--- src/sv/gntt_pkg.sv ---
// Package for the gated nearest-target tracker.
// Holds word types, register indexes, reset values and the dead-zone function.
// No dependencies.
`timescale 1ns / 1ps

package gntt_pkg;

  localparam int unsigned MAX_DETECTIONS = 31;

  localparam int unsigned CFG_DW = 33;
  localparam int unsigned CFG_IW = 8;

  localparam logic [15:0] CENTRE_Q16 = 16'h8000;
  localparam logic [7:0]  NO_CLASS   = 8'hFF;

  localparam logic [7:0]  TARGET_CLASS_RST = 8'd0;
  localparam logic [32:0] GATE_DIST_SQ_RST = 33'd2748779069;
  localparam logic [15:0] DEAD_ZONE_X_RST  = 16'd7864;
  localparam logic [15:0] DEAD_ZONE_Y_RST  = 16'd13107;

  typedef enum logic [CFG_IW-1:0] {
    CFG_TARGET_CLASS = 8'd0,
    CFG_GATE_DIST_SQ = 8'd1,
    CFG_DEAD_ZONE_X  = 8'd2,
    CFG_DEAD_ZONE_Y  = 8'd3
  } cfg_reg_e;

  typedef logic signed [1:0] cmd_t;

  localparam cmd_t CMD_POS  = 2'sb01;
  localparam cmd_t CMD_HOLD = 2'sb00;
  localparam cmd_t CMD_NEG  = 2'sb11;

  typedef struct packed {
    logic [7:0]  class_id;
    logic [15:0] x_center;
    logic [15:0] y_center;
    logic [15:0] box_width;
    logic [15:0] box_height;
    logic        frame_end;
  } det_word_t;

  typedef struct packed {
    logic        found;
    logic [7:0]  sel_class;
    logic [15:0] sel_x;
    logic [15:0] sel_y;
    logic [15:0] sel_width;
    logic [15:0] sel_height;
  } sel_t;

  // +1 above the dead zone, -1 below it, 0 inside (boundary inclusive)
  function automatic cmd_t zone_cmd(logic [15:0] v, logic [15:0] half);
    logic signed [17:0] d;
    logic signed [17:0] h;
    d = signed'({2'b00, v}) - signed'({2'b00, CENTRE_Q16});
    h = signed'({2'b00, half});
    if (d > h) begin
      return CMD_POS;
    end else if (d < -h) begin
      return CMD_NEG;
    end
    return CMD_HOLD;
  endfunction

  function automatic cmd_t cmd_flip(cmd_t c);
    if (c == CMD_POS) begin
      return CMD_NEG;
    end else if (c == CMD_NEG) begin
      return CMD_POS;
    end
    return CMD_HOLD;
  endfunction

endpackage

--- src/sv/gntt_if.sv ---
// Handshake interfaces of the tracker: detection words in, track words out.
// No dependencies.
`timescale 1ns / 1ps

interface det_if;
  logic        valid;
  logic        ready;
  logic [7:0]  class_id;
  logic [15:0] x_center;
  logic [15:0] y_center;
  logic [15:0] box_width;
  logic [15:0] box_height;
  logic        frame_end;

  modport source (
    output valid, class_id, x_center, y_center, box_width, box_height, frame_end,
    input  ready
  );
  modport sink (
    input  valid, class_id, x_center, y_center, box_width, box_height, frame_end,
    output ready
  );
endinterface

interface trk_if;
  logic              valid;
  logic              ready;
  logic              found;
  logic [7:0]        sel_class;
  logic [15:0]       sel_x;
  logic [15:0]       sel_y;
  logic [15:0]       sel_width;
  logic [15:0]       sel_height;
  logic signed [1:0] forward_cmd;
  logic signed [1:0] yaw_cmd;

  modport source (
    output valid, found, sel_class, sel_x, sel_y, sel_width, sel_height,
           forward_cmd, yaw_cmd,
    input  ready
  );
  modport sink (
    input  valid, found, sel_class, sel_x, sel_y, sel_width, sel_height,
           forward_cmd, yaw_cmd,
    output ready
  );
endinterface

--- src/sv/gntt_in_stage.sv ---
// Input register of the tracker: captures one detection word per cycle while empty or advancing.
// Depends on gntt_pkg and det_if.
`timescale 1ns / 1ps

module gntt_in_stage
  import gntt_pkg::*;
(
  input  logic      clk_i,
  input  logic      rst_ni,
  det_if.sink       det_i,
  input  logic      adv_i,
  output logic      valid_o,
  output det_word_t word_o
);

  logic      valid_q;
  logic      valid_d;
  det_word_t word_q;
  logic      take;

  assign det_i.ready = !valid_q || adv_i;
  assign take        = det_i.valid && det_i.ready;

  always_comb begin
    valid_d = valid_q;
    if (take) begin
      valid_d = 1'b1;
    end else if (adv_i) begin
      valid_d = 1'b0;
    end
  end

  always_ff @(posedge clk_i or negedge rst_ni) begin
    if (!rst_ni) begin
      valid_q <= 1'b0;
    end else begin
      valid_q <= valid_d;
    end
  end

  always_ff @(posedge clk_i) begin
    if (take) begin
      word_q <= '{class_id:   det_i.class_id,
                  x_center:   det_i.x_center,
                  y_center:   det_i.y_center,
                  box_width:  det_i.box_width,
                  box_height: det_i.box_height,
                  frame_end:  det_i.frame_end};
    end
  end

  assign valid_o = valid_q;
  assign word_o  = word_q;

endmodule

--- src/sv/gntt_assoc.sv ---
// Gated nearest-neighbour association: distance to reference, running best,
// per-frame scan state and reference update. Depends on gntt_pkg.
`timescale 1ns / 1ps

module gntt_assoc
  import gntt_pkg::*;
#(
  parameter int unsigned MaxDetections = MAX_DETECTIONS
) (
  input  logic        clk_i,
  input  logic        rst_ni,
  input  det_word_t   item_i,
  input  logic        fire_i,
  input  logic [7:0]  target_class_i,
  input  logic [32:0] gate_i,
  output sel_t        sel_o
);

  localparam int unsigned CntW = $clog2(MaxDetections + 1);
  localparam logic [CntW-1:0] CntMax = CntW'(MaxDetections);

  logic [15:0]     ref_x_q, ref_y_q;
  logic [32:0]     best_dist_q;
  logic [7:0]      best_cls_q;
  logic [15:0]     best_x_q, best_y_q, best_w_q, best_h_q;
  logic            best_valid_q, best_valid_d;
  logic            stopped_q, stopped_d;
  logic [CntW-1:0] cnt_q, cnt_d;

  logic [15:0] dx, dy;
  logic [31:0] sq_x, sq_y;
  logic [32:0] sum_sq;
  logic        active, match, take;

  assign dx   = (item_i.x_center >= ref_x_q) ? item_i.x_center - ref_x_q
                                             : ref_x_q - item_i.x_center;
  assign dy   = (item_i.y_center >= ref_y_q) ? item_i.y_center - ref_y_q
                                             : ref_y_q - item_i.y_center;
  assign sq_x = dx * dx;
  assign sq_y = dy * dy;
  assign sum_sq = {1'b0, sq_x} + {1'b0, sq_y};

  assign active = !stopped_q && (cnt_q != CntMax);
  assign match  = (item_i.class_id == target_class_i);
  assign take   = active && match && (sum_sq <= gate_i)
                  && (!best_valid_q || sum_sq < best_dist_q);

  assign best_valid_d = best_valid_q || take;

  always_comb begin
    sel_o = '{found: 1'b0, sel_class: NO_CLASS, sel_x: '0, sel_y: '0,
              sel_width: '0, sel_height: '0};
    if (take) begin
      sel_o = '{found: 1'b1, sel_class: item_i.class_id,
                sel_x: item_i.x_center, sel_y: item_i.y_center,
                sel_width: item_i.box_width, sel_height: item_i.box_height};
    end else if (best_valid_q) begin
      sel_o = '{found: 1'b1, sel_class: best_cls_q, sel_x: best_x_q, sel_y: best_y_q,
                sel_width: best_w_q, sel_height: best_h_q};
    end
  end

  always_comb begin
    stopped_d = stopped_q || (active && !match);
    cnt_d     = (cnt_q != CntMax) ? cnt_q + 1'b1 : cnt_q;
  end

  always_ff @(posedge clk_i or negedge rst_ni) begin
    if (!rst_ni) begin
      ref_x_q      <= CENTRE_Q16;
      ref_y_q      <= CENTRE_Q16;
      best_valid_q <= 1'b0;
      stopped_q    <= 1'b0;
      cnt_q        <= '0;
    end else if (fire_i) begin
      if (item_i.frame_end) begin
        best_valid_q <= 1'b0;
        stopped_q    <= 1'b0;
        cnt_q        <= '0;
        if (best_valid_d) begin
          ref_x_q <= sel_o.sel_x;
          ref_y_q <= sel_o.sel_y;
        end
      end else begin
        best_valid_q <= best_valid_d;
        stopped_q    <= stopped_d;
        cnt_q        <= cnt_d;
      end
    end
  end

  always_ff @(posedge clk_i) begin
    if (fire_i && take) begin
      best_dist_q <= sum_sq;
      best_cls_q  <= item_i.class_id;
      best_x_q    <= item_i.x_center;
      best_y_q    <= item_i.y_center;
      best_w_q    <= item_i.box_width;
      best_h_q    <= item_i.box_height;
    end
  end

endmodule

--- src/sv/gntt_out_stage.sv ---
// Result register of the tracker: forms dead-zone commands and holds the
// track word until taken. Depends on gntt_pkg and trk_if.
`timescale 1ns / 1ps

module gntt_out_stage
  import gntt_pkg::*;
(
  input  logic        clk_i,
  input  logic        rst_ni,
  input  logic        load_i,
  input  sel_t        sel_i,
  input  logic [15:0] dead_zone_x_i,
  input  logic [15:0] dead_zone_y_i,
  output logic        space_o,
  trk_if.source       trk_o
);

  logic valid_q, valid_d;
  sel_t sel_q;
  cmd_t fwd_q, fwd_d;
  cmd_t yaw_q, yaw_d;

  assign space_o = !valid_q || trk_o.ready;

  always_comb begin
    valid_d = valid_q;
    if (load_i) begin
      valid_d = 1'b1;
    end else if (trk_o.ready) begin
      valid_d = 1'b0;
    end
  end

  always_comb begin
    fwd_d = CMD_HOLD;
    yaw_d = CMD_HOLD;
    if (sel_i.found) begin
      fwd_d = cmd_flip(zone_cmd(sel_i.sel_y, dead_zone_y_i));
      yaw_d = zone_cmd(sel_i.sel_x, dead_zone_x_i);
    end
  end

  always_ff @(posedge clk_i or negedge rst_ni) begin
    if (!rst_ni) begin
      valid_q <= 1'b0;
    end else begin
      valid_q <= valid_d;
    end
  end

  always_ff @(posedge clk_i) begin
    if (load_i) begin
      sel_q <= sel_i;
      fwd_q <= fwd_d;
      yaw_q <= yaw_d;
    end
  end

  assign trk_o.valid       = valid_q;
  assign trk_o.found       = sel_q.found;
  assign trk_o.sel_class   = sel_q.sel_class;
  assign trk_o.sel_x       = sel_q.sel_x;
  assign trk_o.sel_y       = sel_q.sel_y;
  assign trk_o.sel_width   = sel_q.sel_width;
  assign trk_o.sel_height  = sel_q.sel_height;
  assign trk_o.forward_cmd = fwd_q;
  assign trk_o.yaw_cmd     = yaw_q;

endmodule

--- src/sv/gated_nearest_target_tracker.sv ---
// Top level of the gated nearest-target tracker: configuration registers,
// input register, association logic and result register.
// Depends on gntt_pkg, gntt_if, gntt_in_stage, gntt_assoc, gntt_out_stage.
//
// Takes one detection word per cycle on det_i and, for every word marked
// frame_end, gives one track word on trk_o via the input and result registers:
// the in-gate detection nearest to the reference point (ties keep the earlier
// one), or found = 0 with class 255 when none qualifies. Scanning of a frame
// stops at the first word of another class or after MaxDetections words.
// The squared distance, gate check and running-minimum update are done in the
// logic between the input register and the result register, so the
// sustained rate is one word per clock; only a frame_end word waits, and only
// while the result register still holds a word not yet taken. Write
// configuration only while no word is in flight.
`timescale 1ns / 1ps

module gated_nearest_target_tracker
  import gntt_pkg::*;
#(
  parameter int unsigned MaxDetections = MAX_DETECTIONS
) (
  input  logic              clk_i,
  input  logic              rst_ni,
  det_if.sink               det_i,
  trk_if.source             trk_o,
  input  logic              cfg_we_i,
  input  logic [CFG_IW-1:0] cfg_idx_i,
  input  logic [CFG_DW-1:0] cfg_wdata_i
);

  logic [7:0]  target_class_q;
  logic [32:0] gate_q;
  logic [15:0] dz_x_q, dz_y_q;

  logic      in_valid;
  det_word_t in_word;
  logic      adv;
  logic      out_space;
  sel_t      sel;

  always_ff @(posedge clk_i or negedge rst_ni) begin
    if (!rst_ni) begin
      target_class_q <= TARGET_CLASS_RST;
      gate_q         <= GATE_DIST_SQ_RST;
      dz_x_q         <= DEAD_ZONE_X_RST;
      dz_y_q         <= DEAD_ZONE_Y_RST;
    end else if (cfg_we_i) begin
      case (cfg_idx_i)
        CFG_TARGET_CLASS: target_class_q <= cfg_wdata_i[7:0];
        CFG_GATE_DIST_SQ: gate_q         <= cfg_wdata_i[32:0];
        CFG_DEAD_ZONE_X:  dz_x_q         <= cfg_wdata_i[15:0];
        CFG_DEAD_ZONE_Y:  dz_y_q         <= cfg_wdata_i[15:0];
        default: ;
      endcase
    end
  end

  assign adv = in_valid && (!in_word.frame_end || out_space);

  gntt_in_stage u_in (
    .clk_i   (clk_i),
    .rst_ni  (rst_ni),
    .det_i   (det_i),
    .adv_i   (adv),
    .valid_o (in_valid),
    .word_o  (in_word)
  );

  gntt_assoc #(
    .MaxDetections (MaxDetections)
  ) u_assoc (
    .clk_i          (clk_i),
    .rst_ni         (rst_ni),
    .item_i         (in_word),
    .fire_i         (adv),
    .target_class_i (target_class_q),
    .gate_i         (gate_q),
    .sel_o          (sel)
  );

  gntt_out_stage u_out (
    .clk_i         (clk_i),
    .rst_ni        (rst_ni),
    .load_i        (adv && in_word.frame_end),
    .sel_i         (sel),
    .dead_zone_x_i (dz_x_q),
    .dead_zone_y_i (dz_y_q),
    .space_o       (out_space),
    .trk_o         (trk_o)
  );

endmodule

--- src/flat_wrapper.sv ---
// flat-port wrapper written by rule: the top's interface ports become plain ports
module gated_nearest_target_tracker_flat import gntt_pkg::*;
#(
  parameter int unsigned MaxDetections = MAX_DETECTIONS
)
  (clk_i, rst_ni, cfg_we_i, cfg_idx_i, cfg_wdata_i, det_i_valid, det_i_class_id, det_i_x_center, det_i_y_center, det_i_box_width, det_i_box_height, det_i_frame_end, det_i_ready, trk_o_valid, trk_o_found, trk_o_sel_class, trk_o_sel_x, trk_o_sel_y, trk_o_sel_width, trk_o_sel_height, trk_o_forward_cmd, trk_o_yaw_cmd, trk_o_ready);
  det_if det_i_i ();
  trk_if trk_o_i ();
  input  logic clk_i;
  input  logic rst_ni;
  input  logic cfg_we_i;
  input  logic [CFG_IW-1:0] cfg_idx_i;
  input  logic [CFG_DW-1:0] cfg_wdata_i;
  input wire logic [$bits(det_i_i.valid)-1:0] det_i_valid;
  input wire logic [$bits(det_i_i.class_id)-1:0] det_i_class_id;
  input wire logic [$bits(det_i_i.x_center)-1:0] det_i_x_center;
  input wire logic [$bits(det_i_i.y_center)-1:0] det_i_y_center;
  input wire logic [$bits(det_i_i.box_width)-1:0] det_i_box_width;
  input wire logic [$bits(det_i_i.box_height)-1:0] det_i_box_height;
  input wire logic [$bits(det_i_i.frame_end)-1:0] det_i_frame_end;
  output wire logic [$bits(det_i_i.ready)-1:0] det_i_ready;
  output wire logic [$bits(trk_o_i.valid)-1:0] trk_o_valid;
  output wire logic [$bits(trk_o_i.found)-1:0] trk_o_found;
  output wire logic [$bits(trk_o_i.sel_class)-1:0] trk_o_sel_class;
  output wire logic [$bits(trk_o_i.sel_x)-1:0] trk_o_sel_x;
  output wire logic [$bits(trk_o_i.sel_y)-1:0] trk_o_sel_y;
  output wire logic [$bits(trk_o_i.sel_width)-1:0] trk_o_sel_width;
  output wire logic [$bits(trk_o_i.sel_height)-1:0] trk_o_sel_height;
  output wire logic [$bits(trk_o_i.forward_cmd)-1:0] trk_o_forward_cmd;
  output wire logic [$bits(trk_o_i.yaw_cmd)-1:0] trk_o_yaw_cmd;
  input wire logic [$bits(trk_o_i.ready)-1:0] trk_o_ready;
  assign det_i_i.valid = det_i_valid;
  assign det_i_i.class_id = det_i_class_id;
  assign det_i_i.x_center = det_i_x_center;
  assign det_i_i.y_center = det_i_y_center;
  assign det_i_i.box_width = det_i_box_width;
  assign det_i_i.box_height = det_i_box_height;
  assign det_i_i.frame_end = det_i_frame_end;
  assign det_i_ready = det_i_i.ready;
  assign trk_o_valid = trk_o_i.valid;
  assign trk_o_found = trk_o_i.found;
  assign trk_o_sel_class = trk_o_i.sel_class;
  assign trk_o_sel_x = trk_o_i.sel_x;
  assign trk_o_sel_y = trk_o_i.sel_y;
  assign trk_o_sel_width = trk_o_i.sel_width;
  assign trk_o_sel_height = trk_o_i.sel_height;
  assign trk_o_forward_cmd = trk_o_i.forward_cmd;
  assign trk_o_yaw_cmd = trk_o_i.yaw_cmd;
  assign trk_o_i.ready = trk_o_ready;
  gated_nearest_target_tracker #(.MaxDetections(MaxDetections)) u_core (.clk_i(clk_i), .rst_ni(rst_ni), .det_i(det_i_i), .trk_o(trk_o_i), .cfg_we_i(cfg_we_i), .cfg_idx_i(cfg_idx_i), .cfg_wdata_i(cfg_wdata_i));
endmodule
--- config.mk ---
export PLATFORM = sky130hd
export DESIGN_NAME = gated_nearest_target_tracker_flat
export DESIGN_NICKNAME = d
export VERILOG_FILES = /design/src/sv/gntt_pkg.sv /design/src/sv/gntt_if.sv /design/src/sv/gntt_in_stage.sv /design/src/sv/gntt_assoc.sv /design/src/sv/gntt_out_stage.sv /design/src/sv/gated_nearest_target_tracker.sv /design/src/flat_wrapper.sv
export SDC_FILE = /design/constraint.sdc
export NUM_CORES = 2
export LEC_CHECK = 0
export BUFFER_PORTS_ARGS = -buffer_cell sky130_fd_sc_hd__buf_2
export CAP_MARGIN = 25
export CORE_ASPECT_RATIO = 1.4
export CORE_MARGIN = 2
export CORE_UTILIZATION = 65
export CTS_CLUSTER_SIZE = 16
export DETAILED_ROUTE_END_ITERATION = 10
export HOLD_SLACK_MARGIN = 0.08
export PLACE_DENSITY_LB_ADDON = 0.3
export SLEW_MARGIN = 0
export SYNTH_ARGS = -nofsm -noshare
export SYNTH_HDL_FRONTEND = slang
export SYNTH_HIERARCHICAL = 1
export SYNTH_SLANG_ARGS = --single-unit
--- constraint.sdc ---
create_clock -name clk_i -period 47.3 [get_ports clk_i]
set_input_delay 4.73 -clock clk_i [delete_from_list [all_inputs] [get_ports clk_i]]
set_output_delay 4.73 -clock clk_i [all_outputs]
set_load 0.01 [all_outputs]
* Word-level counts from Yosys, hierarchy flattened
Cells that the tools add are included.
Cells by class: add/sub/neg operators 10, multiply operators 2, order comparisons 8, equality and inequality tests 7, multiplexer cells 29, bitwise logic cells 2, reduce and logical (&&, ||, !) cells 34
Operator list (count):
- $mux W73 | 2
- $mul A16 B16 Y32 | 2
- $sub A16 B16 Y16 | 4
- $lt A17 B18 Y1 | 2
- $neg A16 Y18 | 2
- $gt A17 B17 Y1 | 2
- $sub A16 B16 Y17 const B | 2
- $add A32 B32 Y33 | 1
- $le A33 B33 Y1 | 1
- $lt A33 B33 Y1 | 1
- $ge A16 B16 Y1 | 2
- $mux W16 | 2
- $eq A8 B2 Y1 const B | 2
- $mux W1 | 16
- $mux W2 | 7
- $reduce_and A2 Y1 | 7
- $mux W5 | 2
- $logic_and A1 B1 Y1 | 9
- $eq A8 B1 Y1 const B | 1
- $eq A8 B8 Y1 | 1
- $logic_not A8 Y1 | 1
- $logic_not A1 Y1 | 6
- $logic_or A1 B1 Y1 | 6
- $reduce_bool A2 Y1 | 3
- other kinds (7) | 8
Storage, ports and cells: register bits 369, input bits 119, output and inout bits 79, word-level logic and storage cells 124

* Longest topological paths before layout
depth in word-level cells 20, depth in mapped cells 60, gate-level depth less buffers 56

* By module
Netlist, hierarchy kept.
Modules (own cells, without submodules):
- gntt_assoc | times used 1, cells an instance 2742, area an instance 25708.4 sq um, seq. area each 4131.5 sq um
- gntt_out_stage | times used 1, cells an instance 373, area an instance 4526.8 sq um, seq. area each 2337.2 sq um
- gated_nearest_target_tracker | times used 1, cells an instance 161, area an instance 2854.0 sq um, seq. area each 1868.0 sq um
- gntt_in_stage | times used 1, cells an instance 77, area an instance 2245.9 sq um, seq. area each 2217.1 sq um

* Least setup slack after synthesis
OpenSTA, ideal clock, no wires.
kind reg2reg, start reg u_core.u_in.word_q (netlist bit u_core/u_in/word_o[49]), end reg u_core.u_assoc.best_cls_q[0] (enable), library setup time 0.570 ns, arrival 15.480 ns, data required time 46.730 ns, path slack 31.250 ns, stages on the path, launching flop included 47, buffers on the path 3, clock period less this slack 16.050 ns, cell sequence edfxtp_1 -> inv_1 -> ha_1 -> inv_1 -> fa_1 -> a21o_1 -> a21o_1 -> a2111oi_4 -> o31ai_1 -> o32a_4 -> buf_6 -> o211ai_1 -> xnor2_1 -> clkbuf_1 -> nor2_1 -> fa_1 -> inv_1 -> fa_1 -> [11 not listed] -> a21o_1 -> a21oi_1 -> o22ai_1 -> o22a_1 -> a221oi_1 -> o21ai_0 -> nor2_1 -> xnor2_1 -> ha_1 -> a21o_1 -> a21o_1 -> a21oi_1 -> o21ai_0 -> a211o_1 -> nor2_1 -> o221ai_1 -> clkbuf_1 -> nor2_1
Between the ends: word-level cells in the longest chain between the ends 8, elaborated cells between the ends (all ways) 12, those cells by class add/sub (3); mul (1); order compare (3); mux (1); reduce/logical (4)
RTL lines:
- from (decl) | RTL line gntt_in_stage.sv:18 | det_word_t word_q;
- from (signal assigned) | RTL line gntt_in_stage.sv:43 | word_q <= '{class_id: det_i.class_id,
- $sub A16 B16 Y16 (tied with other cells) | RTL line gntt_assoc.sv:36 | : ref_x_q - item_i.x_center;
- $mux W16 (*) | RTL line gntt_assoc.sv:35 | assign dx = (item_i.x_center >= ref_x_q) ? item_i.x_center - ref_x_q
- $mul A16 B16 Y32 (*) | RTL line gntt_assoc.sv:39 | assign sq_x = dx * dx;
- $add A32 B32 Y33 (*) | RTL line gntt_assoc.sv:41 | assign sum_sq = {1'b0, sq_x} + {1'b0, sq_y};
- named net u_core.u_assoc.sum_sq[30] | RTL line gntt_assoc.sv:32 | logic [32:0] sum_sq;
- $le A33 B33 Y1 / $lt A33 B33 Y1 (equally long branches) | RTL line gntt_assoc.sv:45, gntt_assoc.sv:46
- $logic_and A1 B1 Y1 / $logic_or A1 B1 Y1 (equally long branches) | RTL line gntt_assoc.sv:45, gntt_assoc.sv:46
- $logic_and A1 B1 Y1 (*) | RTL line gntt_assoc.sv:46 | && (!best_valid_q || sum_sq < best_dist_q);
- $logic_and A1 B1 Y1 (*) | RTL line gntt_assoc.sv:93 | if (fire_i && take) begin
- to (signal assigned) | RTL line gntt_assoc.sv:95 | best_cls_q <= item_i.class_id;
- to (decl) | RTL line gntt_assoc.sv:24 | logic [7:0] best_cls_q;
The timed path passes the listed nets; every way through them passes the cells marked *. A chain may end at the register's enable or synchronous reset.

==> results by group <==
Detailed routing
  • ANT nets after route: 0
  • Via count: 24400
  • Drt wl/cell: 20.66 µm
  • Detailed router's first-iteration violation count: 1378
  • Remaining DRCs: 0
  • Pre-antenna DRT Iters: 8
  • Post-Route WL: 88570 µm
  • Via density: 5.693

Logic synthesis
  • Seq/Total Area, Yosys: 29.87%
  • Top_reg_cell synth: edfxtp_1
  • Syn. warnings: 6
  • Yosys top cell area share: 22.27%
  • Cell taking the most area after synthesis: fa_1
  • Post-Syn Area: 35340 µm²
  • Syn_nets: 4253
  • Cell count after synthesis: 3353
  • Ys async rst share: 30.89%
  • Yosys cell types: 98
  • Number of flops mapped to enable cells by yosys: 255
  • Average size of a mapped cell: 10.54 µm²
  • #FFs+latches synth: 369
  • Main area contributors after synthesis: fa_1 (22%), edfxtp_1 (22%), ha_1 (14%)

Clock tree
  • Clock transition at the registers of the reported paths: 0.07 ns
  • Cts bufs inserted: 37
  • # hold bufs at CTS: 0
  • CTS tree: done
  • Number of H-tree levels: 2
  • Setup bufs post-CTS: 0
  • CTS Buffer Depth: 3
  • Root buf cell: clkbuf_16
  • # resized after CTS: 0
  • Clk sinks: 369
  • Worst-Skew Late Latency: 0.59 ns

Min path
  • Hold WC Path Type: reg -> reg

Global route
  • GR met2 Demand/Resource: 59.22%
  • First-pass GRT wire length: 142900 µm
  • Largest net degree at the start of global routing: 94
  • Busiest layer in global routing: met2
  • M3 GR Usage: 3.641%
  • Initial antenna violation count: 5
  • Total track usage: 32.69%
  • Vias in the first global route: 26510
  • Gr ovfl total: 0
  • Met1 track demand over resource: 39.30%

Place
  • Placement Cell Area: 37060 µm²
  • PortBufs: 197
  • Hpwl dp: 72260 µm
  • RD Place Congestion: 0.9721

Floorplan
  • Die width: 201.1 µm
  • Initial Utilization: 65.48%
  • Die area: 56270 µm²
  • FP Rows: 101
  • Height of the die: 279.9 µm
  • Placeable core area: 53960 µm²
  • Io pins: 198

Setup path
  • Setup crit end: u_core/u_out/trk_o.yaw_cmd[0]
  • Worst setup path start: u_core/u_in/word_o[33]
  • Reg2reg setup slack: 30.68 ns
  • Critical path's most frequent cell: inv_1
  • Max stage delay on crit path: 0.81 ns
  • Startpoint types: register
  • Worst Path Max Fanout: 93
  • Critical path class: reg -> reg
  • R2r worst-path depth: 57
  • Critical R2R Capture: u_core/u_out/trk_o.yaw_cmd[0]
  • Worst Path Required: 47.71 ns
  • CP arrival: 17.02 ns
  • Slowest CP cell: buf_4
  • RR Startpoint: u_core/u_in/word_o[33]
  • Critical Path End Type: register

Final layout
  • Register area: 10560 µm²
  • Area grow syn2layout: 8.275%
  • Share of cells above drive strength 1: 14.48%
  • Fill count: 4012
  • Final Cell Area: 38260 µm²
  • Multi-input gate area: 21430 µm²
  • Max reg flops: 73
  • Nets: 4434

STA
  • Achievable Freq: 0.06018 GHz
  • Rel. slew slack: 31.28%
  • Max Slew Vio Count: 0
  • RSZ-0062 raised after global routing: false
  • Setup violators final: 0
  • Min cycle time layout: 16.62 ns
  • Clock skew: 0.06122 ns
  • Final TNS setup: 0 ns
  • Final period util: 35.13%
  • Final Hold Viols: 0
  • Worst-margin pin slew: 1.031 ns

Status
  • Status: complete, no violations

Flow run
  • Max-cap violation count: 0
worst min-delay path by stage:
| stage | start | to | slack [ns] | cells past startpoint |
|---|---|---|---|---|
| 2_1_floorplan | u_core/u_in/word_o[1] | u_core/u_assoc/best_h_q[0] | 0.43 | 0 |
| 3_3_place_gp | u_core/u_in/word_o[13] | u_core/u_assoc/best_h_q[12] | 0.43 | 0 |
| 3_5_place_dp | u_core/u_in/word_o[11] | u_core/u_assoc/best_h_q[10] | 0.43 | 0 |
| 4_1_cts | u_core/u_in/word_o[49] | u_core/u_assoc/best_x_q[0] | 0.43 | 0 |
| 5_1_grt | u_core/u_in/word_o[11] | u_core/u_assoc/best_h_q[10] | 0.46 | 0 |
| 6_report | u_core/u_in/word_o[21] | u_core/u_assoc/best_w_q[4] | 0.44 | 0 |
cells in the final DEF, fill, tap and decap left out, types with 65 or more instances in the layout:
master	netlist	layout
a21o_1	65	65
buf_2	27	196
edfxtp_1	255	255
fa_1	393	393
nand2_1	159	159
xnor2_1	72	71
dfrtp_1	79	78
a21oi_1	118	118
inv_1	764	764
o21ai_0	90	90
nor2_1	231	230
mux2_2	112	112
ha_1	388	388
final cells by class:
| cell class | instances | area share, % |
|---|---|---|
| diodes | 2 | 0.01308 |
| clock buffers | 51 | 2.620 |
| clock inverters | 17 | 0.5069 |
| inverters | 774 | 7.594 |
| multi-input cells | 2118 | 56.01 |
| flip-flops and latches | 369 | 27.59 |
| well taps | 721 | 2.358 |
| repair buffers | 234 | 3.310 |
cells by family after synthesis:
logic type,Yosys count,synth area share [%]
flip-flops,369,29.87
XOR/XNOR,104,2.769
AO/OA/AOI/OAI,407,7.528
adder cells (fa/ha/maj),781,36.00
AND/OR/NAND/NOR,660,9.132
buffers and inverters,866,9.600
multiplexers,166,5.099
per-stage QoR:
stage / worst slack, ns / utilization [%] / std cells / hold WS, ns
2_1_floorplan: 31.25 / - / 3353 / 0.4264
3_3_place_gp: 30.70 / 68.66 / 4215 / 0.4270
3_5_place_dp: 30.86 / 68.68 / 4216 / 0.4332
4_1_cts: 30.76 / 70.89 / 4284 / 0.4346
5_1_grt: 29.71 / 70.90 / 4285 / 0.4550
6_report: 30.68 / 70.90 / 4286 / 0.4445
synthesized netlist by cell type, types with 54 or more instances:
master,number
mux2_2,112
mux2i_1,54
inv_1,764
nor2_1,231
nand3_1,63
ha_1,388
dfrtp_1,79
o21ai_0,90
xnor2_1,72
edfxtp_1,255
a21o_1,65
a21oi_1,118
nand2_1,159
fa_1,393
worst max-delay path, delay by kind of cell, from the launching register on:
| kind | cells | cell delay [ns] |
|---|---|---|
| compound gates | 17 | 4.07 |
| xor+xnor | 1 | 0.21 |
| fa+ha+maj | 12 | 5.38 |
| buf+inv | 12 | 2.57 |
| flops | 1 | 0.39 |
| mux | 3 | 1.40 |
| simple gates | 12 | 2.35 |
metal layers:
layer | part of all wire (%) | wire length (µm)
met5 | 0.024 | 21
met4 | 4.9 | 4314
met3 | 5.0 | 4441
met2 | 52 | 46230
met1 | 38 | 33560
Power is left out: the tool's default activity adds up to more than one toggle a clock period on the data nets, which glitch-free logic cannot reach.
